**src/design/ipc_pkg.sv**
```systemverilog
`default_nettype none

package ipc_pkg;

    // field widths
    localparam int unsigned CMD_W    = 3;
    localparam int unsigned SERVER_W = 12;
    localparam int unsigned PRI_W    = 8;
    localparam int unsigned WORD_W   = 32;
    localparam int unsigned SRC_W    = 24;
    localparam int unsigned STATUS_W = 2;
    localparam int unsigned CFG_IDX_W  = 2;
    localparam int unsigned CFG_DATA_W = 12;

    // default source number used for the inter-processor interrupt
    localparam int unsigned IPI_SOURCE_DEF = 2;

    // priority meaning masked or nothing pending
    localparam logic [PRI_W-1:0] PRI_NONE = 8'hff;

    // commands
    typedef enum logic [CMD_W-1:0] {
        CMD_ACCEPT   = 3'd0,
        CMD_SET_MFRR = 3'd1,
        CMD_SET_CPPR = 3'd2,
        CMD_EOI      = 3'd3,
        CMD_DELIVER  = 3'd4
    } t_cmd;

    // status codes
    localparam logic [STATUS_W-1:0] ST_SUCCESS  = 2'd0;
    localparam logic [STATUS_W-1:0] ST_TOO_HARD = 2'd1;
    localparam logic [STATUS_W-1:0] ST_NOT_OWN  = 2'd2;

    // configuration register indexes
    localparam logic [CFG_IDX_W-1:0] CFG_ENABLED    = 2'd0;
    localparam logic [CFG_IDX_W-1:0] CFG_DEBUG_MODE = 2'd1;
    localparam logic [CFG_IDX_W-1:0] CFG_OWN_SERVER = 2'd2;
    localparam logic [CFG_IDX_W-1:0] CFG_EOI_NOTIFY = 2'd3;

endpackage

`default_nettype wire

```
**src/design/interrupt_presentation_controller_core.sv**
```systemverilog
`default_nettype none

// Interrupt presentation controller for one server: keeps the processor
// priority (cppr), the IPI priority (mfrr), one pending interrupt and a resend
// mark, and executes one command per transaction (accept, set mfrr, set cppr,
// eoi, deliver). Every transaction produces exactly one result. The command is
// decoded and the state updated in the cycle it is accepted; the result sits in
// an output register, so a new transaction can be accepted in every cycle, limited
// only by the output register being held by i_stall. The user writes configuration
// through i_cfg_we/i_cfg_index/i_cfg_data only while idle; the block does not enforce it.
module interrupt_presentation_controller_core #(
    parameter int unsigned IPI_SOURCE = ipc_pkg::IPI_SOURCE_DEF
) (
    input  wire logic                            i_clk,
    input  wire logic                            i_rst_n,
    // configuration write port
    input  wire logic                            i_cfg_we,
    input  wire logic [ipc_pkg::CFG_IDX_W-1:0]   i_cfg_index,
    input  wire logic [ipc_pkg::CFG_DATA_W-1:0]  i_cfg_data,
    // command channel
    input  wire logic                            i_valid,
    output logic                                 o_stall,
    input  wire logic [ipc_pkg::CMD_W-1:0]       i_command,
    input  wire logic [ipc_pkg::SERVER_W-1:0]    i_target_server,
    input  wire logic [ipc_pkg::PRI_W-1:0]       i_priority_req,
    input  wire logic [ipc_pkg::WORD_W-1:0]      i_xirr_word,
    input  wire logic [ipc_pkg::SRC_W-1:0]       i_source_number,
    // result channel
    output logic                                 o_valid,
    input  wire logic                            i_stall,
    output logic [ipc_pkg::STATUS_W-1:0]         o_status,
    output logic [ipc_pkg::WORD_W-1:0]           o_xirr_value,
    output logic                                 o_reject_valid,
    output logic [ipc_pkg::SRC_W-1:0]            o_reject_source,
    output logic                                 o_resend_needed,
    output logic                                 o_eoi_notify_valid,
    output logic [ipc_pkg::SRC_W-1:0]            o_eoi_source,
    output logic                                 o_interrupt_out
);

    localparam logic [ipc_pkg::SRC_W-1:0] IPI_SRC = ipc_pkg::SRC_W'(IPI_SOURCE);

    // configuration registers
    logic                           r_enabled;
    logic                           r_debug_mode;
    logic [ipc_pkg::SERVER_W-1:0]   r_own_server;
    logic                           r_eoi_notify;

    // presentation state
    logic [ipc_pkg::PRI_W-1:0]      r_cur_pri,  n_cur_pri;
    logic [ipc_pkg::PRI_W-1:0]      r_ipi_pri,  n_ipi_pri;
    logic [ipc_pkg::PRI_W-1:0]      r_pend_pri, n_pend_pri;
    logic [ipc_pkg::SRC_W-1:0]      r_pend_src, n_pend_src;
    logic                           r_resend,   n_resend;

    // result register
    logic                           r_valid;
    logic [ipc_pkg::STATUS_W-1:0]   r_status,   n_status;
    logic [ipc_pkg::WORD_W-1:0]     r_xirr,     n_xirr;
    logic                           r_rej_v,    n_rej_v;
    logic [ipc_pkg::SRC_W-1:0]      r_rej_src,  n_rej_src;
    logic                           r_resend_o, n_resend_o;
    logic                           r_eoi_v,    n_eoi_v;
    logic [ipc_pkg::SRC_W-1:0]      r_eoi_src,  n_eoi_src;
    logic                           r_irq,      n_irq;

    logic                           w_accept;
    logic [ipc_pkg::SRC_W-1:0]      w_rej;
    logic                           w_skip_debug;
    logic [ipc_pkg::PRI_W-1:0]      w_low_cppr;
    logic                           w_ipi_present;
    logic [ipc_pkg::SRC_W-1:0]      w_eoi_irq;

    // handshake: stall only while the result register is full and held
    assign o_stall  = r_valid && i_stall;
    assign w_accept = i_valid && !o_stall;

    // configuration writes
    always_ff @(posedge i_clk) begin
        if (!i_rst_n) begin
            r_enabled    <= 1'b0;
            r_debug_mode <= 1'b0;
            r_own_server <= '0;
            r_eoi_notify <= 1'b0;
        end else if (i_cfg_we) begin
            unique case (i_cfg_index)
                ipc_pkg::CFG_ENABLED:    r_enabled    <= i_cfg_data[0];
                ipc_pkg::CFG_DEBUG_MODE: r_debug_mode <= i_cfg_data[0];
                ipc_pkg::CFG_OWN_SERVER: r_own_server <= i_cfg_data[ipc_pkg::SERVER_W-1:0];
                ipc_pkg::CFG_EOI_NOTIFY: r_eoi_notify <= i_cfg_data[0];
                default: ;
            endcase
        end
    end

    // lowering priority: new cppr comes from the eoi word or the request
    assign w_low_cppr = (i_command == ipc_pkg::CMD_EOI) ?
                        i_xirr_word[ipc_pkg::WORD_W-1:ipc_pkg::SRC_W] : i_priority_req;
    assign w_ipi_present = (r_ipi_pri < w_low_cppr) && (r_ipi_pri <= r_pend_pri);
    assign w_eoi_irq     = i_xirr_word[ipc_pkg::SRC_W-1:0];

    // command execution
    always_comb begin
        n_cur_pri    = r_cur_pri;
        n_ipi_pri    = r_ipi_pri;
        n_pend_pri   = r_pend_pri;
        n_pend_src   = r_pend_src;
        n_resend     = r_resend;
        n_status     = ipc_pkg::ST_SUCCESS;
        n_xirr       = '0;
        w_rej        = '0;
        n_resend_o   = 1'b0;
        n_eoi_v      = 1'b0;
        n_eoi_src    = '0;
        w_skip_debug = 1'b0;

        if (!r_enabled) begin
            n_status = ipc_pkg::ST_TOO_HARD;
        end else begin
            unique case (i_command)
                ipc_pkg::CMD_ACCEPT: begin
                    n_xirr = {r_cur_pri, r_pend_src};
                    if (r_pend_src != '0) begin
                        n_cur_pri  = r_pend_pri;
                        n_pend_pri = ipc_pkg::PRI_NONE;
                        n_pend_src = '0;
                    end
                end
                ipc_pkg::CMD_SET_MFRR: begin
                    if (i_target_server != r_own_server) begin
                        n_status     = ipc_pkg::ST_NOT_OWN;
                        w_skip_debug = 1'b1;
                    end else begin
                        n_ipi_pri = i_priority_req;
                        if (i_priority_req < r_cur_pri && i_priority_req <= r_pend_pri) begin
                            w_rej      = r_pend_src;
                            n_pend_pri = i_priority_req;
                            n_pend_src = IPI_SRC;
                        end
                        if (i_priority_req > r_ipi_pri) begin
                            n_resend_o = r_resend;
                            n_resend   = 1'b0;
                        end
                    end
                end
                ipc_pkg::CMD_SET_CPPR: begin
                    if (i_priority_req > r_cur_pri) begin
                        n_cur_pri = w_low_cppr;
                        if (w_ipi_present) begin
                            n_pend_pri = r_ipi_pri;
                            n_pend_src = IPI_SRC;
                        end
                        n_resend_o = r_resend;
                        n_resend   = 1'b0;
                    end else if (i_priority_req == r_cur_pri) begin
                        w_skip_debug = 1'b1;
                    end else begin
                        n_cur_pri = i_priority_req;
                        if (i_priority_req <= r_pend_pri) begin
                            w_rej      = r_pend_src;
                            n_pend_src = '0;
                            n_pend_pri = ipc_pkg::PRI_NONE;
                        end
                    end
                end
                ipc_pkg::CMD_EOI: begin
                    n_cur_pri = w_low_cppr;
                    if (w_ipi_present) begin
                        n_pend_pri = r_ipi_pri;
                        n_pend_src = IPI_SRC;
                    end
                    n_resend_o = r_resend;
                    n_resend   = 1'b0;
                    if (w_eoi_irq != '0 && w_eoi_irq != IPI_SRC && r_eoi_notify) begin
                        n_eoi_v   = 1'b1;
                        n_eoi_src = w_eoi_irq;
                    end
                end
                ipc_pkg::CMD_DELIVER: begin
                    if (i_source_number != '0) begin
                        if (i_priority_req < r_cur_pri && i_priority_req < r_ipi_pri &&
                            i_priority_req < r_pend_pri) begin
                            w_rej      = r_pend_src;
                            n_pend_src = i_source_number;
                            n_pend_pri = i_priority_req;
                        end else begin
                            n_resend = 1'b1;
                        end
                    end
                end
                default: begin
                    n_status = ipc_pkg::ST_TOO_HARD;
                end
            endcase
        end

        // only displaced external sources are reported
        n_rej_v   = (w_rej != '0) && (w_rej != IPI_SRC);
        n_rej_src = n_rej_v ? w_rej : '0;

        // reports and debug mode defer the access
        if (n_status == ipc_pkg::ST_SUCCESS && (n_rej_v || n_resend_o || n_eoi_v)) begin
            n_status = ipc_pkg::ST_TOO_HARD;
        end
        if (n_status == ipc_pkg::ST_SUCCESS && r_debug_mode && !w_skip_debug) begin
            n_status = ipc_pkg::ST_TOO_HARD;
        end

        // interrupt line from the updated state
        n_irq = (n_pend_src != '0) && (n_pend_pri < n_cur_pri);
    end

    // state update on each accepted transaction
    always_ff @(posedge i_clk) begin
        if (!i_rst_n) begin
            r_cur_pri  <= '0;
            r_ipi_pri  <= ipc_pkg::PRI_NONE;
            r_pend_pri <= ipc_pkg::PRI_NONE;
            r_pend_src <= '0;
            r_resend   <= 1'b0;
        end else if (w_accept) begin
            r_cur_pri  <= n_cur_pri;
            r_ipi_pri  <= n_ipi_pri;
            r_pend_pri <= n_pend_pri;
            r_pend_src <= n_pend_src;
            r_resend   <= n_resend;
        end
    end

    // result valid flag
    always_ff @(posedge i_clk) begin
        if (!i_rst_n) begin
            r_valid <= 1'b0;
        end else if (w_accept) begin
            r_valid <= 1'b1;
        end else if (!i_stall) begin
            r_valid <= 1'b0;
        end
    end

    // result payload
    always_ff @(posedge i_clk) begin
        if (w_accept) begin
            r_status   <= n_status;
            r_xirr     <= n_xirr;
            r_rej_v    <= n_rej_v;
            r_rej_src  <= n_rej_src;
            r_resend_o <= n_resend_o;
            r_eoi_v    <= n_eoi_v;
            r_eoi_src  <= n_eoi_src;
            r_irq      <= n_irq;
        end
    end

    assign o_valid            = r_valid;
    assign o_status           = r_status;
    assign o_xirr_value       = r_xirr;
    assign o_reject_valid     = r_rej_v;
    assign o_reject_source    = r_rej_src;
    assign o_resend_needed    = r_resend_o;
    assign o_eoi_notify_valid = r_eoi_v;
    assign o_eoi_source       = r_eoi_src;
    assign o_interrupt_out    = r_irq;

`ifndef NO_ASSERTIONS
    // an accepted transaction always shows a result next cycle
    a_accept_gives_result: assert property (@(posedge i_clk) disable iff (!i_rst_n)
        w_accept |=> o_valid)
        else $error("accepted transaction produced no result");

    // any report defers the access
    a_report_too_hard: assert property (@(posedge i_clk) disable iff (!i_rst_n)
        (o_valid && (o_reject_valid || o_resend_needed || o_eoi_notify_valid))
        |-> (o_status == ipc_pkg::ST_TOO_HARD))
        else $error("report without too_hard status");

    // disabled controller answers too_hard and leaves the state alone
    a_disabled: assert property (@(posedge i_clk) disable iff (!i_rst_n)
        (w_accept && !r_enabled) |=>
        (o_status == ipc_pkg::ST_TOO_HARD && $stable(r_cur_pri) && $stable(r_pend_src)))
        else $error("disabled controller changed behavior");

    // reported sources are never zero and never the ipi source
    a_report_source: assert property (@(posedge i_clk) disable iff (!i_rst_n)
        (o_valid && o_reject_valid) |-> (o_reject_source != '0 && o_reject_source != IPI_SRC))
        else $error("bad rejected source");
`endif

endmodule

`default_nettype wire

```
**config.mk**
```make
export PLATFORM = sky130hd
export DESIGN_NAME = interrupt_presentation_controller_core
export DESIGN_NICKNAME = d
export VERILOG_FILES = /design/src/design/ipc_pkg.sv /design/src/design/interrupt_presentation_controller_core.sv
export SDC_FILE = /design/constraint.sdc
export NUM_CORES = 1
export LEC_CHECK = 0
export BUFFER_PORTS_ARGS = -buffer_cell sky130_fd_sc_hd__buf_4
export CORE_MARGIN = 2
export CORE_UTILIZATION = 35
export CTS_CLUSTER_SIZE = 14
export DETAILED_ROUTE_END_ITERATION = 12
export PLACE_DENSITY = 0.59
export SLEW_MARGIN = 10
export SYNTH_ARGS = -nofsm -noshare
export SYNTH_HDL_FRONTEND = slang
export SYNTH_SLANG_ARGS = --single-unit
export TNS_END_PERCENT = 30
```
**constraint.sdc**
```tcl
create_clock -name i_clk -period 6 [get_ports i_clk]
set_clock_uncertainty 0.2 [all_clocks]
set_input_delay 1.8 -clock i_clk [delete_from_list [all_inputs] [get_ports i_clk]]
set_output_delay 1.8 -clock i_clk [all_outputs]
set_load 0.02 [all_outputs]
```
==> After elaboration in Yosys (flattened, before gate mapping) <==
Cells that the tools add are included.
{ "totals": {"ff_bits": 151, "latch_bits": 0, "mem_bits_rw": 0, "romBits": 0, "in_bits": 98, "output_inout_bits": 88, "elab_cells": 143, "memories": 0} }
{ "op_classes": {"n_addsub": 0, "multipliers": 0, "n_div": 0, "n_lt_le_gt_ge": 9, "n_eq_ne": 17, "n_shift": 0, "muxes": 62, "bitwise_logic": 1, "n_reduce_logical": 36} }
{ "ops": {"columns": ["op", "n"], "rows": [
  ["$mux W24", 18],
  ["$mux W8", 15],
  ["$pmux W24 S5", 1],
  ["$reduce_bool A24 Y1", 5],
  ["$pmux W24 S3", 1],
  ["$ne A24 B2 Y1 const B", 2],
  ["$lt A8 B8 Y1", 5],
  ["$pmux W8 S5", 1],
  ["$pmux W8 S3", 1],
  ["$mux W1", 18],
  ["$gt A8 B8 Y1", 2],
  ["$le A8 B8 Y1", 2],
  ["$logic_and A1 B1 Y1", 13],
  ["$ne A12 B12 Y1", 1],
  ["$ne A2 B2 Y1 const B", 5],
  ["$reduce_and A2 Y1", 5],
  ["$eq A8 B8 Y1", 1],
  ["$reduce_and A8 Y1", 1],
  ["$eq A3 B2 Y1 const B", 2],
  ["$logic_not A2 Y1", 3],
  ["$mux W2", 3],
  ["$eq A2 B2 Y1 const B", 2],
  ["$pmux W1 S4", 1],
  ["$pmux W2 S2", 1],
  ["other kinds (14)", 16]
]} }

==> Depth between registers and ports, before layout <==
{ "depth": {"depth_word": 16, "mapped_depth": 20, "mapped_depth_nobuf": 18} }

==> Worst setup path after synthesis <==
Ideal clock, no wire load.
{ "synth_path": {"path_type": "in2reg", "from": "in i_command[1] in the netlist's numbering", "to": "reg r_irq (netlist: o_interrupt_out), data pin", "setup_time_ps": 174, "t_arrival_ps": 5508, "required_time_ps": 5626, "setup_slack_ps": 117, "path_stages": 20, "path_buffers": 3, "cell_sequence": "buf_4 and3b_1 buf_4 buf_2 mux2i_1 ha_1 a21o_1 a21o_1 a21oi_1 o21ai_1 or2_1 and2_4 or4_4 a21o_1 ha_1 a21o_1 a21o_1 a21oi_1 o21ai_0 a311oi_1"} }
{ "synth_via": {"elab_chain_len": 10, "elab_cells_between_ends": 22, "classes_between": "2 x order compare; 4 x eq/ne; 12 x mux; 4 x reduce/logical"} }
{ "synth_lines": {"columns": ["item", "line_no", "source"], "rows": [
  ["start: declaration", "interrupt_presentation_controller_core.sv:23", "input wire logic [ipc_pkg::CMD_W-1:0] i_command,"],
  ["$eq A3 B2 Y1", "interrupt_presentation_controller_core.sv:97, interrupt_presentation_controller_core.sv:120", null],
  ["$mux W8", "interrupt_presentation_controller_core.sv:97", "assign w_low_cppr = (i_command == ipc_pkg::CMD_EOI) ?"],
  ["$lt A8 B8 Y1", "interrupt_presentation_controller_core.sv:99", "assign w_ipi_present = (r_ipi_pri < w_low_cppr) && (r_ipi_pri <= r_pend_pri);"],
  ["$logic_and A1 B1 Y1", "interrupt_presentation_controller_core.sv:99", null],
  ["$mux W8", "interrupt_presentation_controller_core.sv:149, interrupt_presentation_controller_core.sv:168", null],
  ["$mux W8", "interrupt_presentation_controller_core.sv:147", "if (i_priority_req > r_cur_pri) begin"],
  ["$pmux W8 S5 (*)", "interrupt_presentation_controller_core.sv:120", "unique case (i_command)"],
  ["$mux W8 (*)", "interrupt_presentation_controller_core.sv:117", "if (!r_enabled) begin"],
  ["net n_pend_pri (one bit)", "interrupt_presentation_controller_core.sv:52", "logic [ipc_pkg::PRI_W-1:0] r_pend_pri, n_pend_pri;"],
  ["$lt A8 B8 Y1 (*)", "interrupt_presentation_controller_core.sv:210", "n_irq = (n_pend_src != '0) && (n_pend_pri < n_cur_pri);"],
  ["$logic_and A1 B1 Y1 (*)", "interrupt_presentation_controller_core.sv:210", null],
  ["net n_irq", "interrupt_presentation_controller_core.sv:65", "logic r_irq, n_irq;"],
  ["end signal: assignment", "interrupt_presentation_controller_core.sv:251", "r_irq <= n_irq;"],
  ["end: declaration", "interrupt_presentation_controller_core.sv:65", null]
]} }
Mark *: on every way through the listed nets, which the timed path passes. The rest lies on a longest branch.
A chain may end at the register's enable or synchronous reset.

==> Worst setup path in the final report <==
{ "layout_path": {"from": "in i_command[2] in the netlist's numbering", "to": "reg r_irq (netlist: o_interrupt_out), data pin"} }
The elaborated chain is that of the path after synthesis.

==> summary.txt <==
DR vias: 6,631
GR Util All Layers: 0.187
Final routed DRC violation total: 0
Internal power: 0.00188 W
Most used routing layer: met2
Critical path depth: 18
ANT nets after route: 0
Final core utilization: 0.461
Most common cell after layout, fill and taps aside: buf_4
Final Hold Viols: 0
F_max: 0.178 GHz
Initial core utilization: 0.357
Clock buffer depth: 2
Sw Share: 0.257
Iter 0 DRT Violations: 510
Final nets: 1,122
First-pass GRT wire length: 35.4 mm
CTS buffer count: 17
Reg2reg setup slack: 1.68 ns
Synth top area share: 0.319
P per Cell Area: 242 nW/um2
Die ar.: 24,400 um2
RSZ-0062 raised after global routing: no
Synth Flop Type: edfxtp_1
Grt met2 use: 0.316
Post-CTS sizing: 0
Mapped Area: 8090 um2
IO buf count: 185
Seq/Total Area, Yosys: 0.480
Final WS setup: 0.380 ns
Max Cap Viol: 0
CTS tree: built
P_leak: 4.36 nW
Slew Limit Headroom: 0.474
CTS root buf: clkbuf_16
CP Buf/Inv Count: 2
Final setup vio count: 0
Top delay family on crit path: compound AO/OA/AOI/OAI gates
Chip width: 156 um
Sequential share of power: 0.450
Post-synthesis async set-or-reset flop share: 0
# diodes: 0
Peak supply drop: 184 uV
CP max stage delay: 0.54 ns
Crit path cell chain: buf_4, and3b_1, buf_4, mux2i_1, ha_1, a21o_1, a21oi_1, o21ai_1, or2_1, and2_4, or4_4, a21o_1, ha_1, a21o_1, a21o_1, a21oi_1, o21ai_0, a311oi_1
Total chip power: 0.00253 W
Post-route minimum period: 5.62 ns
Synthesis-to-layout area growth: 29.0%
# Post-CTS Setup Buffers: 0
Core area: 22,600 um2
Fill cells: 2,169
Synth Register Bits: 151
Pin count of the biggest net entering global routing: 66
# IOs: 186
Die H: 156 um
Slowest stage cell, crit path: or4_4
Worst EP arrival: 5.66 ns
Hold Path End: r_own_server[6]$_SDFFE_PN0P_
Post-synth EDFFs: 86
Most frequent cells in the layout: buf_4 (209), edfxtp_1 (86), nand2_1 (82), dfxtp_1 (65), and2_1 (58)
Htree depth: 4
GR Layer Usage met3: 0.0414
FF-to-FF End: o_interrupt_out$_DFFE_PP_
Antenna violations before repair: 0
HPWL after DPL: 17.1 mm
Global route overflow: 0
# rows: 55
Pre-CTS WS: -0.0400 ns
Share of post-route cells with drive strength above 1: 0.290
Kind of critical path: input port to flop
Synth cell types: 71
Placed inst area: 9840 um2
Crit path required time: 6.04 ns
Final period util: 0.937
Worst slew pin tran: 0.783 ns
Avg WL per Cell: 17.9 um
Final WL: 22.8 mm
DRT Pass-1 Iters: 5
Synth area leaders: edfxtp_1 (32%), dfxtp_1 (16%), ha_1 (7.1%)
RR Startpoint: r_pend_pri[5]$_SDFFE_PN1P_
Pins Over Slew Limit: 0
Startpoint Class: input port
Post-Synthesis Cells: 788
Status: completed
Synthesized Nets: 932
Avg Cell Area, Syn: 10.3 um2
Cell taking the most area after synthesis: edfxtp_1
Max FO, Critical Path: 9
Worst-Skew Late Latency: 0.42 ns
Clock transition at path regs: 0.07 ns
Comb power frac: 0.119
Hold Crit Depth: 2
Routability cong.: 0.870
Met1 usage: 0.245
Hold Startpoint: r_own_server[6]$_SDFFE_PN0P_
Psw: 0.000649 W
Worst path most repeated cell: a21o_1
Sinks on Clock Net: 151
Worst hold path type: flop to flop
CP endpoint kind: flop
CTS Hold Bufs: 0
Finished Cell Area: 10,400 um2
Clock power share: 0.431
YS warnings: 0
Vias per inst: 5.20
Reg2Reg Depth: 16
Number of global-route vias before repair: 6,386
[state kept, by name, summed over array words and instances (netlist names)]
register            flops
o_eoi_notify_valid      1
o_eoi_source           24
o_interrupt_out         1
o_reject_source        24
o_reject_valid          1
o_resend_needed         1
o_status                2
o_valid                 1
o_xirr_value           32
r_cur_pri               8
r_debug_mode            1
r_enabled               1
r_eoi_notify            1
r_ipi_pri               8
r_own_server           12
r_pend_pri              8
r_pend_src             24
r_resend                1
[synthesized netlist by cell type (4+ instances only)]
cell type / number
and2_1: 58
ha_1: 46
nor4_1: 17
nor3_1: 7
inv_1: 28
a21boi_0: 13
xnor2_1: 12
or2_2: 4
o21ai_0: 21
edfxtp_1: 86
nor2b_1: 30
mux2i_1: 10
clkbuf_1: 24
o211ai_1: 13
and3_1: 36
a221o_1: 7
nand2_1: 82
a22oi_1: 9
nor2_1: 37
a21o_1: 13
nand3_1: 15
dfxtp_1: 65
o21ai_1: 6
a31oi_1: 6
buf_2: 6
a22oi_2: 20
nand4_1: 13
a211oi_2: 4
a21oi_1: 32
[worst max path at each step]
stage	start	endpoint	slack [ns]
3_3_place_gp	i_command[2]	o_interrupt_out$_DFFE_PP_	0.01
4_1_cts	i_command[2]	o_interrupt_out$_DFFE_PP_	0.38
6_report	i_command[2]	o_interrupt_out$_DFFE_PP_	0.38
2_1_floorplan	i_command[1]	o_interrupt_out$_DFFE_PP_	0.12
5_1_grt	i_command[2]	o_interrupt_out$_DFFE_PP_	0.19
3_5_place_dp	i_command[2]	o_interrupt_out$_DFFE_PP_	-0.04
[power groups by stage]
| stage | combinational (W) | sequential, W | clock (W) |
|---|---|---|---|
| after floorplan | 0.000119 | 0.00119 | 0 |
| after global placement | 0.000298 | 0.00116 | 0 |
| after detailed placement | 0.000301 | 0.00116 | 0 |
| after CTS | 0.000302 | 0.00114 | 0.00111 |
| after global routing | 0.000326 | 0.00114 | 0.00116 |
| final | 0.000301 | 0.00114 | 0.00109 |
[through the flow]
stage | TNS [ns] | hold slack, ns | instances
finish | 0 | 0.278 | 1276
global route | 0 | 0.299 | 1276
CTS | 0 | 0.280 | 1276
detailed placement | -0.0400 | 0.271 | 1244
global placement | 0 | 0.266 | 1244
floorplan | 0 | 0.256 | 788
[layer usage]
layer	vias to the layer above	part of all wire
met5	-	0
met4	0	0.012
met3	22	0.056
met2	218	0.48
met1	3100	0.45
li1	3291	-
[final cells by class]
type | instances | area (um2) | share of cell area
Timing Repair Buffer | 209 | 1570 | 0.150
Clock inverter | 15 | 166 | 0.0159
Inverter | 28 | 108 | 0.0103
Sequential cell | 151 | 3880 | 0.372
Clock buffer | 17 | 425 | 0.0408
Multi-Input combinational cell | 571 | 3930 | 0.376
Tap cell | 285 | 357 | 0.0342
[worst reg2reg max path, cell delays in order (launching register included)]
cell,delay (ns)
dfxtp_1,0.40
inv_1,0.11
ha_1,0.31
a211oi_2,0.19
o21bai_1,0.19
nor3_2,0.28
o211ai_2,0.20
nand2b_4,0.20
o2bb2ai_1,0.21
or4_4,0.53
a21o_1,0.20
ha_1,0.28
a21o_1,0.16
a21o_1,0.17
a21oi_1,0.14
o21ai_0,0.10
a311oi_1,0.26
[logic make-up (layout without fill, tap and decap cells)]
family / count (synthesis) / count (layout) / share of synthesized area
AO/OA/AOI/OAI: 178 / 178 / 0.170
XOR/XNOR: 12 / 12 / 0.0130
adder cells (fa/ha/maj): 46 / 46 / 0.0711
buffers and inverters: 66 / 269 / 0.0357
flip-flops: 151 / 151 / 0.480
multiplexers: 10 / 10 / 0.0124
AND/OR/NAND/NOR: 325 / 325 / 0.218
(Power assumes the default switching activity.)
